**config.mk**
```make
export PLATFORM = sky130hd
export DESIGN_NAME = bfa_word_unit
export DESIGN_NICKNAME = d
export VERILOG_FILES = /design/src/design/bfa_pkg.sv /design/src/design/bfa_word_unit.sv
export SDC_FILE = /design/constraint.sdc
export NUM_CORES = 1
export LEC_CHECK = 0
export ABC_AREA = 1
export BUFFER_PORTS_ARGS = -buffer_cell sky130_fd_sc_hd__buf_2
export CAP_MARGIN = 20
export CORE_AREA = 2 2 96 117
export DETAILED_ROUTE_END_ITERATION = 6
export DIE_AREA = 0 0 98 119
export PLACE_DENSITY_LB_ADDON = 0.25
export SLEW_MARGIN = 10
export SYNTH_ARGS = -nofsm -noshare
export SYNTH_HDL_FRONTEND = slang
export SYNTH_SLANG_ARGS = --single-unit
```
**constraint.sdc**
```tcl
create_clock -name vclk -period 12
set_clock_uncertainty 0.05 [all_clocks]
set_input_delay 2.4 -clock vclk [all_inputs]
set_output_delay 2.4 -clock vclk [all_outputs]
set_load 0.01 [all_outputs]
```
**src/design/bfa_pkg.sv**
```systemverilog
// ----------------------------------------------------------------------------
// bfa_pkg
// Shared types and fixed widths of the bitmap frame allocator.
// ----------------------------------------------------------------------------
package bfa_pkg;

    localparam int CNT_W  = 16;    // frame count and register width
    localparam int ADDR_W = 32;    // byte address and region length width

    typedef enum logic [1:0] {
        REQ_ALLOC   = 2'd0,
        REQ_FREE    = 2'd1,
        REQ_RELEASE = 2'd2,
        REQ_RESERVE = 2'd3
    } t_req;

    typedef enum logic [1:0] {
        STS_OK    = 2'd0,
        STS_OOM   = 2'd1,
        STS_RANGE = 2'd2
    } t_status;

    // Operation of the shared word unit
    typedef enum logic [1:0] {
        WOP_SCAN,
        WOP_SET,
        WOP_CLR
    } t_word_op;

    typedef enum logic [2:0] {
        ST_CLEAR,
        ST_IDLE,
        ST_DIV,
        ST_READ,
        ST_MOD,
        ST_DONE
    } t_state;

endpackage

```
**src/design/bfa_word_unit.sv**
```systemverilog
// ----------------------------------------------------------------------------
// bfa_word_unit
// Shared word unit: sets or clears a frame range inside one map word, or
// takes the lowest free bit; reports the number of bits that flipped.
// ----------------------------------------------------------------------------
module bfa_word_unit import bfa_pkg::*; #(
    parameter int MAP_WORD_BITS = 32,
    parameter int KW            = 16
) (
    input  t_word_op                             i_op,
    input  logic [MAP_WORD_BITS-1:0]             i_old,
    input  logic [KW-1:0]                        i_base,
    input  logic [CNT_W-1:0]                     i_first,
    input  logic [CNT_W-1:0]                     i_end,
    output logic [MAP_WORD_BITS-1:0]             o_new,
    output logic [$clog2(MAP_WORD_BITS+1)-1:0]   o_flips,
    output logic                                 o_found,
    output logic [$clog2(MAP_WORD_BITS)-1:0]     o_bit
);

    localparam int PW  = $clog2(MAP_WORD_BITS + 1);
    localparam int BIW = $clog2(MAP_WORD_BITS);

    logic [KW-1:0]            first_k;
    logic [KW-1:0]            end_k;
    logic [KW-1:0]            diff_lo;
    logic [KW-1:0]            diff_hi;
    logic [PW-1:0]            lo;
    logic [PW-1:0]            hi;
    logic [MAP_WORD_BITS-1:0] mask;

    assign first_k = KW'(i_first);
    assign end_k   = KW'(i_end);
    assign diff_lo = first_k - i_base;
    assign diff_hi = end_k - i_base;

    always_comb begin
        // Range offsets inside this word, clipped to [0, word bits]
        if (first_k <= i_base) begin
            lo = '0;
        end else if (diff_lo >= KW'(MAP_WORD_BITS)) begin
            lo = PW'(MAP_WORD_BITS);
        end else begin
            lo = PW'(diff_lo);
        end
        if (end_k <= i_base) begin
            hi = '0;
        end else if (diff_hi >= KW'(MAP_WORD_BITS)) begin
            hi = PW'(MAP_WORD_BITS);
        end else begin
            hi = PW'(diff_hi);
        end

        for (int j = 0; j < MAP_WORD_BITS; j++) begin
            mask[j] = (PW'(j) >= lo) && (PW'(j) < hi);
        end

        // Lowest zero bit
        o_found = 1'b0;
        o_bit   = '0;
        for (int j = MAP_WORD_BITS - 1; j >= 0; j--) begin
            if (!i_old[j]) begin
                o_found = 1'b1;
                o_bit   = BIW'(j);
            end
        end

        case (i_op)
            WOP_SET: o_new = i_old | mask;
            WOP_CLR: o_new = i_old & ~mask;
            WOP_SCAN: begin
                o_new = i_old;
                if (o_found) begin
                    o_new[o_bit] = 1'b1;
                end
            end
            default: o_new = i_old;
        endcase

        o_flips = PW'($countones(o_new ^ i_old));
    end

endmodule

```
==> impl_results.md, run 1 <==
* Status: finished, violations left
* Failing checks: setup timing
* Clkbuf count at 0
* Clock power frac at 0%
* Via density per instance at 5.53
* Post-synth top area share at 16.5%
* Post-synth top area cell: nand2_1
* Final Wtd Congestion at 1.08
* Max FO, Critical Path at 5
* Violation count after the first detailed-route iteration at 442
* Residual overflow from global routing at 0
* Num sequential at 0
* Distinct cells, synth at 52
* Worst setup path startpoint: i_base[1]
* Worst hold start: i_old[23]
* Sequential Power Share at 0%
* Share of cells above drive strength 1 at 33.8%
* P&R area growth vs syn at 44.4%
* Final Cycle Share at 104%
* Filler cells at 922
* Combinational share of power at 100.0%
* Placeable Area at 0.0107 mm²
* IO Port Bufs at 126
* Post-DP HPWL at 17.3 mm
* Relative slew slack at 62.8%
* Die area at 0.0117 mm²
* Total power at 1600 µW
* Worst path most repeated cell: fa_1
* Initial antenna violation count at 0
* Ports at 126
* First-pass GRT wire length at 33.7 mm
* Initial core utilization at 50.4%
* DRC at 0
* Hold path depth at 3
* Synth top area cells: nand2_1 (16%), inv_1 (11%), fa_1 (9.7%), ha_1 (9.1%), nand3_1 (8.6%)
* Routed Antenna Nets at 0
* Crit start category: input port
* Synth Instances at 964
* Worst Max-Slew Pin Slew at 0.553 ns
* Max VDD drop at 0.518 mV
* RSZ-0062 raised after global routing: yes
* Initial DRT Pass Iterations at 5
* Max cap viols at 0
* Row cnt at 42
* Final hold vios at 0
* Kind of critical path: input port to primary output
* Final setup TNS at -1.58 ns
* CP max stage delay at 0.54 ns
* Vias in the first global route at 7373
* LEAKAGE at 0.00419 µW
* CTS Hold Buffers Added at 0
* Final #Nets at 1396
* Pwr Density at 207 mW/mm²
* Most used routing layer: met2
* Bufs and invs on worst path at 14
* Switching Power at 848 µW
* Syn nets at 1111
* Mapped Area at 0.00538 mm²
* Max Fclk at 0.0799 GHz
* HP Class: input port to primary output
* Multi-input logic area at 0.00494 mm²
* # diodes at 0
* Largest net degree at the start of global routing at 51
* Met3 global-route usage at 3.17%
* Vias at 7620
* Sequential cell area at 0 µm²
* Die Width at 98 µm
* Overall routed net length at 21.3 mm
* Internal at 754 µW
* Synth cell count leaders: nand2_1 (236), inv_1 (160), nand3_1 (92)
* Critical path data required time at 9.55 ns
* Sequential-to-total area share from yosys stat at 0%
* Sw frac at 52.9%
* Worst-case hold path end point: o_new[23]
* WP data arrival at 10.06 ns
* Min Tclk post-route at 12.51 ns
* Final Worst Setup Slack at -0.509 ns
* Slowest library cell on the worst path: fa_1
* DR WL/cell at 15.4 µm
* Placed cells at 1349
* Slew Viols, Final at 0
* Final setup fails at 5
* Ys Warns at 0
* Die Y at 119 µm
* Count leader, synth: nand2_1
* Met2 usage at 65.5%
* Layout Cells excl Fill at 1379
* M1 GR Usage at 37.0%
* Syn avg cell area at 5.58 µm²
* CP endpoint kind: primary output
* Top cell family by delay on the critical path: adder cells
* Total GRT Usage at 35.0%
[per-stage QoR]
step / setup WS [ns] / area (µm²) / utilization (%) / hold WS (ns)
6_report: -0.509 / 7760 / 72.8 / 5.09
5_1_grt: -0.784 / 7760 / 72.8 / 5.12
4_1_cts: -0.237 / 7620 / 71.5 / 5.09
3_5_place_dp: -0.654 / 7190 / 67.4 / 5.08
3_3_place_gp: -0.421 / 7190 / 67.4 / 5.07
2_1_floorplan: 0.0155 / 5380 / - / 4.87
[cells by family (layout without fill, tap and decap cells)]
logic type,after synthesis,in the layout,share of synthesized area [%]
simple gates,499,499,43.6
buf+inv,192,475,13.6
compound gates,182,182,19.8
fa+ha+maj,65,65,18.8
xor+xnor,26,26,4.24
[cell type report]
cell class	instances	area share (%)
Multi-Input combinational cell	772	63.7
Inverter	175	8.69
Timing Repair Buffer	300	25.5
Tap cell	132	2.13
[how the worst max path moves through the flow]
stage	endpoint	cells past startpoint	slack, ns
after floorplan	o_flips[4]	42	0.02
after global placement	o_flips[4]	41	-0.42
after detailed placement	o_flips[4]	41	-0.65
after CTS	o_flips[4]	43	-0.24
after global routing	o_flips[4]	48	-0.78
final	o_flips[4]	43	-0.51
[timing repair]
action	4_1_cts	5_1_grt
setup endpoints to repair	5	6
gates resized for setup	67	16
buffers inserted	21	9
pin swaps	38	10
[layout by cell type, fill, tap and decap left out, types with 19 or more instances in the layout]
cell type  netlist  routed
nand2_1        236     229
o21ai_1         35      40
a21oi_1         49      47
buf_2            0     124
nand4_1         22      22
inv_2           12      19
nor2_1          71      69
o21ai_0         51      43
ha_1            39      28
fa_1            26      21
nand3_1         92      86
inv_1          160     151
buf_4            0     166
[power groups by stage]
stage          Combinational [µW]  Clock (µW)  Sequential (µW)
6_report                     1600           0                0
2_1_floorplan                 799           0                0
3_3_place_gp                 1210           0                0
4_1_cts                      1390           0                0
5_1_grt                      1730           0                0
3_5_place_dp                 1250           0                0
[metal layers]
layer | part of all wire, % | wire length (µm) | vias up
met5 | 0 | 0 | -
met2 | 50 | 10700 | 381
met3 | 6.6 | 1410 | 114
li1 | - | - | 3726
met1 | 35 | 7390 | 3399
met4 | 8.3 | 1760 | 0
Note: power is estimated with default switching activity, not from simulation.
==> run 2: changes to the inputs <==
==> constraint.sdc (replaced) <==
create_clock -name vclk -period 12
set_clock_uncertainty 0.05 [all_clocks]
set_input_delay 0.6 -clock vclk [all_inputs]
set_output_delay 0.6 -clock vclk [all_outputs]
set_load 0.01 [all_outputs]
==> run 2 against run 1 <==
  * The flow now finishes without violations
  * Routed wire length fell by 12%
  * First-iteration DRC count shrank 26%
  * Combinational power fell by 31%
  * Critical path type unchanged
  * Setup slack improved by 3.2 ns
  * Via count decreased by 12%
  * Cell count shrank 12%
  * Power is 31% lower
  * Hold slack got worse by 3.6 ns
  * Critical path depth shrank 4
  * Critical endpoint unchanged
  * Core utilization down 15 points
  * Die area is the same
  * Global-route usage is 4.6 points lower
==> impl_results.md, run 2 (same netlist as run 1, synthesis figures left out) <==
* Max cap viols at 0 (unchanged)
* Largest net degree at the start of global routing at 52 (+2.0%)
* Max FO, Critical Path at 10 (+5)
* Total GRT Usage at 30.4% (-4.6 points)
* P&R area growth vs syn at 14.2%
* Worst hold start: i_old[31]
* Final setup TNS at 0 ns (+1.58 ns)
* Final hold vios at 0 (unchanged)
* Pwr Density at 179 mW/mm² (-13%)
* LEAKAGE at 0.00331 µW (-21%)
* # diodes at 0 (unchanged)
* Initial DRT Pass Iterations at 6 (+1)
* Via density per instance at 5.55 (+0.47%)
* Worst path most repeated cell: fa_1
* CTS Hold Buffers Added at 0 (unchanged)
* Violation count after the first detailed-route iteration at 327 (-26%)
* Vias at 6712 (-12%)
* Min Tclk post-route at 9.29 ns (-3.21 ns)
* Initial antenna violation count at 0 (unchanged)
* Die area at 0.0117 mm² (unchanged)
* DP Worst Slack at 2.80 ns (+3.45 ns)
* Relative slew slack at 38.7% (-24 points)
* CP endpoint kind: primary output
* Sequential cell area at 0 µm² (unchanged)
* Max VDD drop at 0.370 mV (-29%)
* Most frequent cells in the layout: nand2_1 (236), inv_1 (160), buf_2 (126)
* Row cnt at 42 (unchanged)
* RSZ-0062 raised after global routing: no
* IO Port Bufs at 126 (unchanged)
* Post-CTS Setup Bufs at 0 (-100%)
* Worst setup path startpoint: i_first[0]
* Cell Area, Placed at 0.00614 mm² (-15%)
* Most common cell after layout, fill and taps aside: nand2_1
* Final #Nets at 1226 (-12%)
* Kind of critical path: input port to primary output
* Final Worst Setup Slack at 2.71 ns (+3.21 ns)
* Slew Viols, Final at 0 (unchanged)
* Die Y at 119 µm (unchanged)
* Worst Max-Slew Pin Slew at 0.918 ns (+0.365 ns)
* Max Fclk at 0.108 GHz (+35%)
* Placeable Area at 0.0107 mm² (unchanged)
* Share of cells above drive strength 1 at 18.6% (-15 points)
* Final Instance Area at 0.00614 mm² (-21%)
* DR WL/cell at 15.5 µm (+0.40%)
* Overall routed net length at 18.7 mm (-12%)
* Final Wtd Congestion at 1.04 (-3.3%)
* Post-layout util at 57.5% (-15 points)
* First-pass GRT wire length at 29.1 mm (-14%)
* HP Class: input port to primary output
* Ports at 126 (unchanged)
* Residual overflow from global routing at 0 (unchanged)
* CP max stage delay at 0.71 ns (+0.17 ns)
* Vias in the first global route at 6001 (-19%)
* Initial core utilization at 50.4% (unchanged)
* Post-DP HPWL at 16.0 mm (-7.7%)
* Post_cts resized at 0 (-100%)
* DRC at 0 (unchanged)
* Slowest library cell on the worst path: nor4_1
* Clkbuf count at 0 (unchanged)
* Final setup fails at 0 (-5)
* Final Cycle Share at 77.5% (-27 points)
* Die Width at 98 µm (unchanged)
* Crit start category: input port
* Critical path data required time at 11.35 ns (+1.80 ns)
* Num sequential at 0 (unchanged)
* Routed Antenna Nets at 0 (unchanged)
* WP data arrival at 8.64 ns (-1.42 ns)
* Status: completed
* Total power at 1100 µW (-31%)
==> run 2: cell count changes in the layout (fill, tap and decap cells not counted), sizes merged <==
cell	before	now
buf	300	130
clkinvlp	2	0
inv	171	173
==> run 2: final timing paths <==
path,endpoint,slack (ns),depth (start not counted)
setup / recovery,o_flips[4],2.71,39
hold / removal,o_new[31],1.48,4
==> run 2: cell type report <==
class	count	area, µm²
multi-input cells	772	4650
fillers	1162	4530
repair buffers	130	661
inverters	175	667
well taps	132	165
==> run 2: report_power, final <==
group,internal [µW],switching [µW],total (µW)
logic,456,642,1100
clock network,0,0,0
registers,0,0,0
==> run 2: metrics by stage <==
step | instances | hold WS [ns]
after global routing | 1209 | 1.52
after floorplan | 964 | 1.27
after CTS | 1209 | 1.48
final | 1209 | 1.48
after detailed placement | 1209 | 1.48
after global placement | 1209 | 1.48
==> run 2: worst max-delay path, delay by kind of cell <==
family | cells | cell delay [ns]
fa+ha+maj | 10 | 4.27
xor+xnor | 2 | 0.27
simple gates | 12 | 1.98
compound gates | 5 | 0.83
buf+inv | 10 | 0.67
==> run 2: metal layers <==
metal | track usage [%] | wire length [µm] | up-vias
met5 | 0 | 0 | -
met4 | 14.1 | 962 | 0
met3 | 1.88 | 1210 | 54
met2 | 56.3 | 9390 | 318
met1 | 35.3 | 7140 | 2967
li1 | - | - | 3373
